$ cat config.mk
export PLATFORM = sky130hd
export DESIGN_NAME = sof_length_crc_frame_receiver_core
export DESIGN_NICKNAME = d
export VERILOG_FILES = /design/src/hw/rtl/slcfr_pkg.sv /design/src/hw/rtl/sof_length_crc_frame_receiver_core.sv /design/src/hw/rtl/slcfr_csr.sv /design/src/hw/rtl/slcfr_parser.sv
export SDC_FILE = /design/constraint.sdc
export NUM_CORES = 1
export LEC_CHECK = 0
export BUFFER_PORTS_ARGS = -buffer_cell sky130_fd_sc_hd__buf_2
export CAP_MARGIN = 20
export CORE_AREA = 5 5 140 142
export CTS_BUF_LIST = sky130_fd_sc_hd__clkbuf_16
export CTS_CLUSTER_SIZE = 40
export DETAILED_ROUTE_END_ITERATION = 6
export DIE_AREA = 0 0 145 147
export PLACE_DENSITY = 0.75
export SYNTH_ARGS = -nofsm -noshare
export SYNTH_HDL_FRONTEND = slang
export SYNTH_SLANG_ARGS = --single-unit
$ cat constraint.sdc
create_clock -name clock -period 3.9 [get_ports clock]
set_clock_uncertainty 0.15 [all_clocks]
set_input_delay 0.78 -clock clock [delete_from_list [all_inputs] [get_ports clock]]
set_output_delay 0.78 -clock clock [all_outputs]
set_load 0.01 [all_outputs]
$ cat src/hw/rtl/slcfr_pkg.sv
`timescale 1ns / 1ps
`default_nettype none

package slcfr_pkg;

   // receive phase of the frame parser
   typedef enum logic [3:0] {
      PH_SOF0  = 4'd0,
      PH_SOF1  = 4'd1,
      PH_TYPE  = 4'd2,
      PH_VER   = 4'd3,
      PH_SEQLO = 4'd4,
      PH_SEQHI = 4'd5,
      PH_LENLO = 4'd6,
      PH_LENHI = 4'd7,
      PH_DATA  = 4'd8,
      PH_CRCLO = 4'd9,
      PH_CRCHI = 4'd10
   } phase_type;

   // per-byte status code
   typedef enum logic [2:0] {
      ST_NOT_FRAME = 3'd0,
      ST_CONSUMED  = 3'd1,
      ST_OVERSIZE  = 3'd2,
      ST_BAD_CRC   = 3'd3,
      ST_COMPLETE  = 3'd4
   } status_type;

   // csr register indexes
   localparam logic [1:0] CSR_START_FIRST  = 2'd0;
   localparam logic [1:0] CSR_START_SECOND = 2'd1;
   localparam logic [1:0] CSR_MAX_PAYLOAD  = 2'd2;

   localparam logic [7:0]  START_FIRST_RESET  = 8'h55;
   localparam logic [7:0]  START_SECOND_RESET = 8'hAA;
   localparam logic [15:0] MAX_PAYLOAD_RESET  = 16'd256;

   localparam logic [15:0] CRC_INIT = 16'hFFFF;
   localparam logic [15:0] CRC_POLY = 16'h1021;

   typedef struct packed {
      logic [7:0]  start_first;
      logic [7:0]  start_second;
      logic [15:0] max_payload;
   } cfg_type;

   typedef struct packed {
      status_type  status;
      logic        payload_valid;
      logic [15:0] payload_index;
      logic [7:0]  frame_kind;
      logic [7:0]  frame_version;
      logic [15:0] frame_sequence;
      logic [15:0] frame_length;
   } result_type;

   // byte-wide crc-16/ccitt update, msb first
   function automatic logic [15:0] crc_feed(input logic [15:0] crc, input logic [7:0] data);
      logic [15:0] c;
      c = crc ^ {data, 8'h00};
      for (int i = 0; i < 8; i++) begin
         if (c[15]) begin
            c = {c[14:0], 1'b0} ^ CRC_POLY;
         end else begin
            c = {c[14:0], 1'b0};
         end
      end
      return c;
   endfunction

endpackage

`default_nettype wire

$ cat src/hw/rtl/sof_length_crc_frame_receiver_core.sv
`timescale 1ns / 1ps
`default_nettype none

// Start-of-frame / length / crc frame receiver. Each request carries one received
// byte; each byte produces exactly one response with a status: not_frame (byte
// outside a frame, echoed back for passthrough), consumed, oversize (declared
// length above max_payload, receiver resyncs), bad_crc, or complete with the
// header fields. Frames are two start bytes, type, version, 16-bit little-endian
// sequence, 16-bit little-endian length, payload, 16-bit little-endian
// crc-16/ccitt-false over type through payload. Payload bytes stream out as they
// arrive, flagged by payload_valid with their index; drop them on bad_crc. A
// request is held in the input register and its response is then registered in
// the output register; a new request is taken every cycle unless rsp_ready holds
// back a waiting response. The byte-wide crc update between the two registers
// sets the cycle time. Csr writes are taken at any time but should only happen
// when no request is in flight.

module sof_length_crc_frame_receiver_core (
   input  wire logic        clock,
   input  wire logic        reset,

   // request channel
   input  wire logic        req_valid,
   output logic             req_ready,
   input  wire logic [7:0]  req_rx_byte,

   // response channel
   output logic             rsp_valid,
   input  wire logic        rsp_ready,
   output logic [2:0]       rsp_status,
   output logic [7:0]       rsp_byte_echo,
   output logic             rsp_payload_valid,
   output logic [15:0]      rsp_payload_index,
   output logic [7:0]       rsp_frame_kind,
   output logic [7:0]       rsp_frame_version,
   output logic [15:0]      rsp_frame_sequence,
   output logic [15:0]      rsp_frame_length,

   // csr write channel
   input  wire logic        csr_valid,
   output logic             csr_ready,
   input  wire logic [1:0]  csr_index,
   input  wire logic [15:0] csr_data
);
   import slcfr_pkg::*;

   // input register
   logic       in_valid_ff, in_valid_in;
   logic [7:0] in_byte_ff;

   // output register
   logic       rsp_valid_ff, rsp_valid_in;
   logic [7:0] echo_ff;
   result_type result_ff;

   logic       advance;
   cfg_type    cfg;
   result_type result;

   // the held request moves on whenever the output slot is free or being drained
   assign advance   = in_valid_ff && (!rsp_valid_ff || rsp_ready);
   assign req_ready = !in_valid_ff || advance;

   always_comb begin
      in_valid_in = in_valid_ff;
      if (req_valid && req_ready) begin
         in_valid_in = 1'b1;
      end else if (advance) begin
         in_valid_in = 1'b0;
      end
   end

   always_comb begin
      rsp_valid_in = rsp_valid_ff;
      if (advance) begin
         rsp_valid_in = 1'b1;
      end else if (rsp_ready) begin
         rsp_valid_in = 1'b0;
      end
   end

   always_ff @(posedge clock) begin
      if (reset) begin
         in_valid_ff  <= 1'b0;
         rsp_valid_ff <= 1'b0;
      end else begin
         in_valid_ff  <= in_valid_in;
         rsp_valid_ff <= rsp_valid_in;
      end
   end

   always_ff @(posedge clock) begin
      if (req_valid && req_ready) begin
         in_byte_ff <= req_rx_byte;
      end
   end

   always_ff @(posedge clock) begin
      if (advance) begin
         echo_ff   <= in_byte_ff;
         result_ff <= result;
      end
   end

   // start bytes and length limit
   slcfr_csr u_csr (
      .clock     (clock),
      .reset     (reset),
      .csr_valid (csr_valid),
      .csr_ready (csr_ready),
      .csr_index (csr_index),
      .csr_data  (csr_data),
      .cfg       (cfg)
   );

   // frame state machine, crc and per-byte status
   slcfr_parser u_parser (
      .clock   (clock),
      .reset   (reset),
      .step    (advance),
      .rx_byte (in_byte_ff),
      .cfg     (cfg),
      .result  (result)
   );

   assign rsp_valid          = rsp_valid_ff;
   assign rsp_status         = result_ff.status;
   assign rsp_byte_echo      = echo_ff;
   assign rsp_payload_valid  = result_ff.payload_valid;
   assign rsp_payload_index  = result_ff.payload_index;
   assign rsp_frame_kind     = result_ff.frame_kind;
   assign rsp_frame_version  = result_ff.frame_version;
   assign rsp_frame_sequence = result_ff.frame_sequence;
   assign rsp_frame_length   = result_ff.frame_length;

   // a held request stays put until it moves to the output register
   assert property (@(posedge clock) disable iff (reset)
      in_valid_ff && !advance |=> in_valid_ff && $stable(in_byte_ff))
      else $error("held request lost");

   // every request moved on shows up as a response
   assert property (@(posedge clock) disable iff (reset)
      advance |=> rsp_valid_ff)
      else $error("response missing after advance");

   // a waiting response is never overwritten
   assert property (@(posedge clock) disable iff (reset)
      rsp_valid_ff && !rsp_ready |-> !advance)
      else $error("response overwritten");

endmodule

`default_nettype wire

$ cat src/hw/rtl/slcfr_csr.sv
`timescale 1ns / 1ps
`default_nettype none

module slcfr_csr (
   input  wire logic          clock,
   input  wire logic          reset,
   input  wire logic          csr_valid,
   output logic               csr_ready,
   input  wire logic [1:0]    csr_index,
   input  wire logic [15:0]   csr_data,
   output slcfr_pkg::cfg_type cfg
);
   import slcfr_pkg::*;

   cfg_type cfg_ff;
   cfg_type cfg_in;

   assign csr_ready = 1'b1;
   assign cfg       = cfg_ff;

   always_comb begin
      cfg_in = cfg_ff;
      if (csr_valid) begin
         case (csr_index)
            CSR_START_FIRST:  cfg_in.start_first  = csr_data[7:0];
            CSR_START_SECOND: cfg_in.start_second = csr_data[7:0];
            CSR_MAX_PAYLOAD:  cfg_in.max_payload  = csr_data;
            default:          cfg_in = cfg_ff;
         endcase
      end
   end

   always_ff @(posedge clock) begin
      if (reset) begin
         cfg_ff.start_first  <= START_FIRST_RESET;
         cfg_ff.start_second <= START_SECOND_RESET;
         cfg_ff.max_payload  <= MAX_PAYLOAD_RESET;
      end else begin
         cfg_ff <= cfg_in;
      end
   end

endmodule

`default_nettype wire

$ cat src/hw/rtl/slcfr_parser.sv
`timescale 1ns / 1ps
`default_nettype none

module slcfr_parser (
   input  wire logic             clock,
   input  wire logic             reset,
   input  wire logic             step,
   input  wire logic [7:0]       rx_byte,
   input  wire slcfr_pkg::cfg_type cfg,
   output slcfr_pkg::result_type result
);
   import slcfr_pkg::*;

   phase_type   phase_ff, phase_in;
   logic [15:0] declared_length_ff, declared_length_in;
   logic [15:0] data_count_ff, data_count_in;
   logic [15:0] running_crc_ff, running_crc_in;
   logic [7:0]  crc_low_ff, crc_low_in;
   logic [7:0]  kind_ff, kind_in;
   logic [7:0]  version_ff, version_in;
   logic [15:0] sequence_ff, sequence_in;

   logic [15:0] crc_fed;
   logic [15:0] length_full;
   logic [15:0] count_inc;
   logic        oversize;

   assign crc_fed     = crc_feed(running_crc_ff, rx_byte);
   assign length_full = {rx_byte, declared_length_ff[7:0]};
   assign count_inc   = data_count_ff + 16'd1;
   assign oversize    = length_full > cfg.max_payload;

   // next phase
   always_comb begin
      case (phase_ff)
         PH_SOF1:  phase_in = (rx_byte == cfg.start_second) ? PH_TYPE : PH_SOF0;
         PH_TYPE:  phase_in = PH_VER;
         PH_VER:   phase_in = PH_SEQLO;
         PH_SEQLO: phase_in = PH_SEQHI;
         PH_SEQHI: phase_in = PH_LENLO;
         PH_LENLO: phase_in = PH_LENHI;
         PH_LENHI: begin
            if (oversize) begin
               phase_in = PH_SOF0;
            end else if (length_full == 16'd0) begin
               phase_in = PH_CRCLO;
            end else begin
               phase_in = PH_DATA;
            end
         end
         PH_DATA:  phase_in = (count_inc >= declared_length_ff) ? PH_CRCLO : PH_DATA;
         PH_CRCLO: phase_in = PH_CRCHI;
         PH_CRCHI: phase_in = PH_SOF0;
         default:  phase_in = (rx_byte == cfg.start_first) ? PH_SOF1 : PH_SOF0;
      endcase
   end

   // frame context updates
   always_comb begin
      declared_length_in = declared_length_ff;
      data_count_in      = data_count_ff;
      running_crc_in     = running_crc_ff;
      crc_low_in         = crc_low_ff;
      kind_in            = kind_ff;
      version_in         = version_ff;
      sequence_in        = sequence_ff;
      case (phase_ff)
         PH_SOF1: begin
            if (rx_byte == cfg.start_second) begin
               running_crc_in = CRC_INIT;
            end
         end
         PH_TYPE: begin
            kind_in        = rx_byte;
            running_crc_in = crc_fed;
         end
         PH_VER: begin
            version_in     = rx_byte;
            running_crc_in = crc_fed;
         end
         PH_SEQLO: begin
            sequence_in    = {8'h00, rx_byte};
            running_crc_in = crc_fed;
         end
         PH_SEQHI: begin
            sequence_in    = {rx_byte, sequence_ff[7:0]};
            running_crc_in = crc_fed;
         end
         PH_LENLO: begin
            declared_length_in = {8'h00, rx_byte};
            running_crc_in     = crc_fed;
         end
         PH_LENHI: begin
            declared_length_in = length_full;
            running_crc_in     = crc_fed;
            if (!oversize) begin
               data_count_in = 16'd0;
            end
         end
         PH_DATA: begin
            running_crc_in = crc_fed;
            data_count_in  = count_inc;
         end
         PH_CRCLO: crc_low_in = rx_byte;
         default:  running_crc_in = running_crc_ff;
      endcase
   end

   // per-byte result
   always_comb begin
      result        = '0;
      result.status = ST_CONSUMED;
      case (phase_ff)
         PH_SOF1: begin
            if (rx_byte != cfg.start_second) begin
               result.status = ST_NOT_FRAME;
            end
         end
         PH_LENHI: begin
            if (oversize) begin
               result.status = ST_OVERSIZE;
            end
         end
         PH_DATA: begin
            result.payload_valid = 1'b1;
            result.payload_index = data_count_ff;
         end
         PH_CRCHI: begin
            if ({rx_byte, crc_low_ff} != running_crc_ff) begin
               result.status = ST_BAD_CRC;
            end else begin
               result.status         = ST_COMPLETE;
               result.frame_kind     = kind_ff;
               result.frame_version  = version_ff;
               result.frame_sequence = sequence_ff;
               result.frame_length   = declared_length_ff;
            end
         end
         PH_TYPE, PH_VER, PH_SEQLO, PH_SEQHI, PH_LENLO, PH_CRCLO: begin
            result.status = ST_CONSUMED;
         end
         default: begin
            if (rx_byte != cfg.start_first) begin
               result.status = ST_NOT_FRAME;
            end
         end
      endcase
   end

   always_ff @(posedge clock) begin
      if (reset) begin
         phase_ff <= PH_SOF0;
      end else if (step) begin
         phase_ff <= phase_in;
      end
   end

   always_ff @(posedge clock) begin
      if (reset) begin
         running_crc_ff <= CRC_INIT;
      end else if (step) begin
         running_crc_ff <= running_crc_in;
      end
   end

   always_ff @(posedge clock) begin
      if (step) begin
         declared_length_ff <= declared_length_in;
         data_count_ff      <= data_count_in;
         crc_low_ff         <= crc_low_in;
         kind_ff            <= kind_in;
         version_ff         <= version_in;
         sequence_ff        <= sequence_in;
      end
   end

   // payload position never reaches the declared length
   assert property (@(posedge clock) disable iff (reset)
      step && result.payload_valid |-> data_count_ff < declared_length_ff)
      else $error("payload index out of declared length");

   // the data phase only ever moves on to the crc
   assert property (@(posedge clock) disable iff (reset)
      step && phase_ff == PH_DATA |=> phase_ff == PH_DATA || phase_ff == PH_CRCLO)
      else $error("data phase left without crc");

   // a completed frame always ends the frame
   assert property (@(posedge clock) disable iff (reset)
      step && result.status == ST_COMPLETE |=> phase_ff == PH_SOF0)
      else $error("complete without return to hunt");

endmodule

`default_nettype wire
After elaboration in Yosys (flattened, before gate mapping)
Index checks and enable logic that the tools add are counted.
- output and inout bits: 79
- logic and storage cells: 117
- bits in registers: 210
- input bits: 31
- add/subtract/negate cells: 1
- reductions and logical operators: 29
- equal/unequal tests: 19
- magnitude comparators: 2
- multiplexer cells: 30
- bitwise logic cells: 12
- operator list (operator ; number):
    16-bit one-hot mux with 2 select lines ; 4
    13-bit 2-to-1 mux ; 8
    4-bit one-hot mux with 10 select lines ; 1
    16-bit 2-to-1 mux ; 2
    3-bit NOT ; 8
    17-bit 2-to-1 mux ; 1
    16-bit by 1-bit adder with 16-bit output (second input constant) ; 1
    4-bit by 3-bit == test with 1-bit output (second input constant) ; 4
    8-bit == test ; 2
    16-bit >= comparator ; 1
    16-bit > comparator ; 1
    16-bit logical NOT ; 1
    16-bit inequality test ; 1
    8-bit inequality test ; 2
    2-bit AND reduction ; 8
    16-bit bitwise XOR ; 1
    7-bit OR reduction ; 2
    4-bit == test (second input constant) ; 3
    3-bit one-hot mux with 4 select lines ; 1
    3-bit AND reduction ; 4
    2-bit nonzero test ; 6
    1-bit 2-to-1 mux ; 9
    4-bit by 2-bit == test with 1-bit output (second input constant) ; 2
    4-bit by 1-bit == test with 1-bit output (second input constant) ; 1
    other kinds (13) ; 19

Longest topological paths before layout
- word-level depth: 18
- gate-level depth with buffers: 12
- mapped depth without buffers: 12

Modules after synthesis
Synthesis repeated with hierarchy kept, for this count alone.
- cells, all modules: 782
- area, all modules: 9577.9 sq um
- modules (own cells, without submodules) (module ; seq. area each (sq um) ; instances ; cells an instance ; area each (sq um)):
    slcfr_parser ; 2562.5 ; 1 ; 551 ; 5576.6
    sof_length_crc_frame_receiver_core ; 2562.5 ; 1 ; 94 ; 2626.3
    slcfr_csr ; 640.6 ; 1 ; 137 ; 1375.1

Least setup slack after synthesis
OpenSTA, ideal clock, no wires.
- path type: register to register
- from: register in_byte_ff[6]
- to: register u_parser.data_count_ff[0] (enable)
- setup time: 0.414 ns
- arrival: 3.092 ns
- cell stages (with the launch flop): 8
- path buffers: 0
- setup slack: 0.244 ns
- data required time: 3.336 ns
- period minus slack after synthesis: 3.656 ns
- cells stage by stage: edfxtp_1 > ha_1 > nand4_1 > nor2_1 > or3_1 > o31ai_1 > nor2_1 > a211oi_1
- cells in the longest elaborated chain, start to end: 3
- ends and longest elaborated chain (item ; line ; RTL):
    from (decl) ; sof_length_crc_frame_receiver_core.sv:49 ; logic [7:0] in_byte_ff;
    from (signal assigned) ; sof_length_crc_frame_receiver_core.sv:94 ; in_byte_ff <= req_rx_byte;
    16-bit > comparator ; slcfr_parser.sv:31 ; assign oversize = length_full > cfg.max_payload;
    2-bit inequality test (no line) ; - ;
    3-bit AND reduction (no line) ; - ;
    to (signal assigned) ; slcfr_parser.sv:169 ; data_count_ff <= data_count_in;
    to (decl) ; slcfr_parser.sv:16 ; logic [15:0] data_count_ff, data_count_in;
Every way passes these cells.
A chain may end at the register's enable or synchronous reset.

Worst setup path in the final report
- from: register in_byte_ff[7]
- to: register u_parser.data_count_ff[14] (enable)
Same word-level chain as after synthesis.

==> results.toml <==
[status]
status = "completed"

[detailed_routing]
num_vias = 6089
dr.pass1.iters = 4
final_antenna_net_count = 0
drt_iter0_drc = 410
wl_per_cell_um = 16.6
drt-vias-per-instance = 5.30
drc = 0
wl_um = 19100

[logic_synthesis]
synth.avg_cell_area_sq_um = 12.0
post-synth-top-area-cell = "edfxtp_1"
synth_top_area_share_pct = 49.6
ys_ff_latch = 210
synth_cell_types = 56
synth.most_common_cell = "edfxtp_1"
synth-edff-count = 156
netlist_area_sq_um = 9450
synthFlopType = "edfxtp_1"
synthTopCellsByCount = "edfxtp_1, and2_1, nand2_1, dfxtp_1, a21oi_1"
synthCells = 785
synth_nets = 849
async_flop_share_pct = 0
synth_area_leaders = "edfxtp_1, dfxtp_1, and2_1"
yosys_warnings = 0
ys_seq_area_share_pct = 61.0

[setup_path]
cp.arrival_ns = 2.97
worstRegToRegCells = 10
r2r-end = "u_parser.data_count_ff[14]$_SDFFCE_PN0P_"
r2r_start = "in_byte_ff[7]$_DFFE_PP_"
path_class = "reg2reg"
crit_path_max_fanout = 16
required_ns = 3.93
endpoint_kind = "flip-flop"
crit_path_start_kind = "flip-flop"
critPathLaunch = "in_byte_ff[7]$_DFFE_PP_"
r2r_slack_ns = 0.96

[min_path]
hold_path_class = "reg2reg"
hold_path_depth = 2
worstHoldStart = "u_csr.cfg[7]$_SDFFE_PP0P_"
min_to = "u_csr.cfg[7]$_SDFFE_PP0P_"

[timing]
tightest_slew_ns = 0.938
setup_viol_count_final = 0
hold_viol = 0
tns_ns = 0
slew_headroom_pct = 37.5
slew_violations = 0
maxClockFrequency_mhz = 340
rsz0062_at_grt = "no"
worst_hold_slack_ns = 0.303
post-route-period-util_pct = 75.4
post-route-min-period_ns = 2.94

[floorplanning]
rows = 50
start_util_pct = 51.6
die_area_sq_um = 21300
core_area_sq_um = 18300
io_pins = 110
fp.dieH_um = 147
chipWidth_um = 145

[global_routing]
grt_pass1_vias = 5989
grt_max_degree = 57
grt.overflow.total = 0
antenna_found_initial = 1
grt_pass1_wl_um = 31400
grt_use_total_pct = 17.8

[clock_tree]
clk_latency_ns = 0.49
clock_path_buffers = 3
clk_pin_slew_ns = 0.06
ctsResizeCount = 0
cts.sinks = 210
cts_tree = "built"
post_cts_buffers = 0
root_buffer = "clkbuf_16"
hold_buffers = 0
htreeDepth = 1
numCtsBuffers = 22

[placed_design]
gp_congestion = 0.853
hpwl_um = 13000
port_buffers = 108

[run]
maxCapViolCount = 0

[finish]
area_growth_pct = 15.9
n_antenna_cell = 0
drive_gt1_share_pct = 19.6
finalNetCount = 962

[power_and_ir_drop]
cellPowerDensity_nw_per_um2 = 438
ir_drop_mv = 0.331
p_leak_uw = 0.00410
-- worst max path at each step --
stage                                                          end  slack (ns)
after floorplan            u_parser.data_count_ff[0]$_SDFFCE_PN0P_        0.24
after global placement    u_parser.data_count_ff[15]$_SDFFCE_PN0P_        1.05
after detailed placement  u_parser.data_count_ff[15]$_SDFFCE_PN0P_        0.97
after CTS                  u_parser.data_count_ff[3]$_SDFFCE_PN0P_        0.96
after global routing      u_parser.data_count_ff[14]$_SDFFCE_PN0P_        0.76
final                     u_parser.data_count_ff[14]$_SDFFCE_PN0P_        0.96
-- final cells by class --
type                    count  area [sq um]
inverters                  34           128
multi-input cells         498          3330
clock buffers              23           576
well taps                 234           293
flip-flops and latches    210          5770
repair buffers            132           721
clock inverters            17           150
fillers                  1472          7370
-- layout by cell type (no fill, tap or decap), types with 4 or more instances in the layout --
| master | instances |
|---|---|
| nand2_1 | 69 |
| dfxtp_1 | 54 |
| edfxtp_1 | 156 |
| ha_1 | 33 |
| o21ai_0 | 13 |
| nor3_1 | 14 |
| a211o_1 | 5 |
| nand4_1 | 7 |
| nor4_1 | 31 |
| xnor2_1 | 29 |
| nor2_1 | 31 |
| nand3b_1 | 5 |
| clkbuf_16 | 23 |
| buf_4 | 24 |
| and3_1 | 7 |
| o22ai_1 | 7 |
| nand2b_1 | 13 |
| nor2b_1 | 19 |
| xor2_1 | 27 |
| and2_1 | 88 |
| inv_1 | 40 |
| a21oi_1 | 37 |
| buf_2 | 108 |
| nand3_1 | 11 |
| mux2i_1 | 5 |
| or3_1 | 4 |
| a31oi_1 | 5 |
-- registers in the layout (all words and copies together) (netlist names), 8 cells and up --
signal                       flops
u_csr.cfg                       32
rsp_frame_length                16
rsp_frame_sequence              16
rsp_payload_index               16
u_parser.data_count_ff          16
u_parser.declared_length_ff     16
u_parser.running_crc_ff         16
u_parser.sequence_ff            16
in_byte_ff                       8
rsp_byte_echo                    8
rsp_frame_kind                   8
rsp_frame_version                8
u_parser.crc_low_ff              8
u_parser.kind_ff                 8
u_parser.version_ff              8
-- layer usage --
| metal | vias up | part of all wire, % | GRT usage (%) |
|---|---|---|---|
| li1 | 2989 | - | - |
| met1 | 2864 | 43 | 23.9 |
| met2 | 202 | 49 | 29.7 |
| met3 | 32 | 6.3 | 3.58 |
| met4 | 2 | 2.0 | 4.94 |
| met5 | - | 0.037 | 0 |
-- per-stage QoR --
stage | setup WS (ns) | cell area (sq um) | std cells | utilization [%] | power, uW
global placement | 1.05 | 10200 | 1107 | 55.8 | 2770
floorplan | 0.244 | 9450 | 785 | - | 2670
detailed placement | 0.974 | 10200 | 1108 | 55.8 | 2780
CTS | 0.957 | 11000 | 1148 | 59.8 | 4840
global route | 0.755 | 11000 | 1148 | 59.8 | 4980
finish | 0.960 | 11000 | 1148 | 59.8 | 4800
-- cells by family (layout without fill, tap and decap cells) --
kind of cell / count (synthesis) / count (layout) / synth area share [%]
AOI/OAI and AO/OA: 84 / 84 / 5.27
xor gates and xnor gates: 62 / 62 / 6.22
adders and majority gates: 33 / 33 / 4.37
buffers and inverters: 77 / 206 / 3.89
DFF: 210 / 210 / 61.0
muxes: 5 / 5 / 0.529
other: 1 / 1 / 0.0397
and+or+nand+nor: 313 / 313 / 18.7
-- power by group --
| part | internal, uW | total, uW | switching [uW] |
|---|---|---|---|
| Sequential | 2450 | 2470 | 19.6 |
| Combinational | 101 | 262 | 161 |
| Clock | 1260 | 2070 | 809 |
-- worst max-delay path, stage by stage (launching register included) --
cell,delay [ns]
edfxtp_1,0.35
buf_4,0.21
ha_1,0.34
nand4_1,0.17
nor2_1,0.06
or3_1,0.34
o31ai_1,0.26
buf_4,0.20
nor2_1,0.06
a211oi_2,0.20
buf_4,0.27
(Power assumes the default switching activity.)
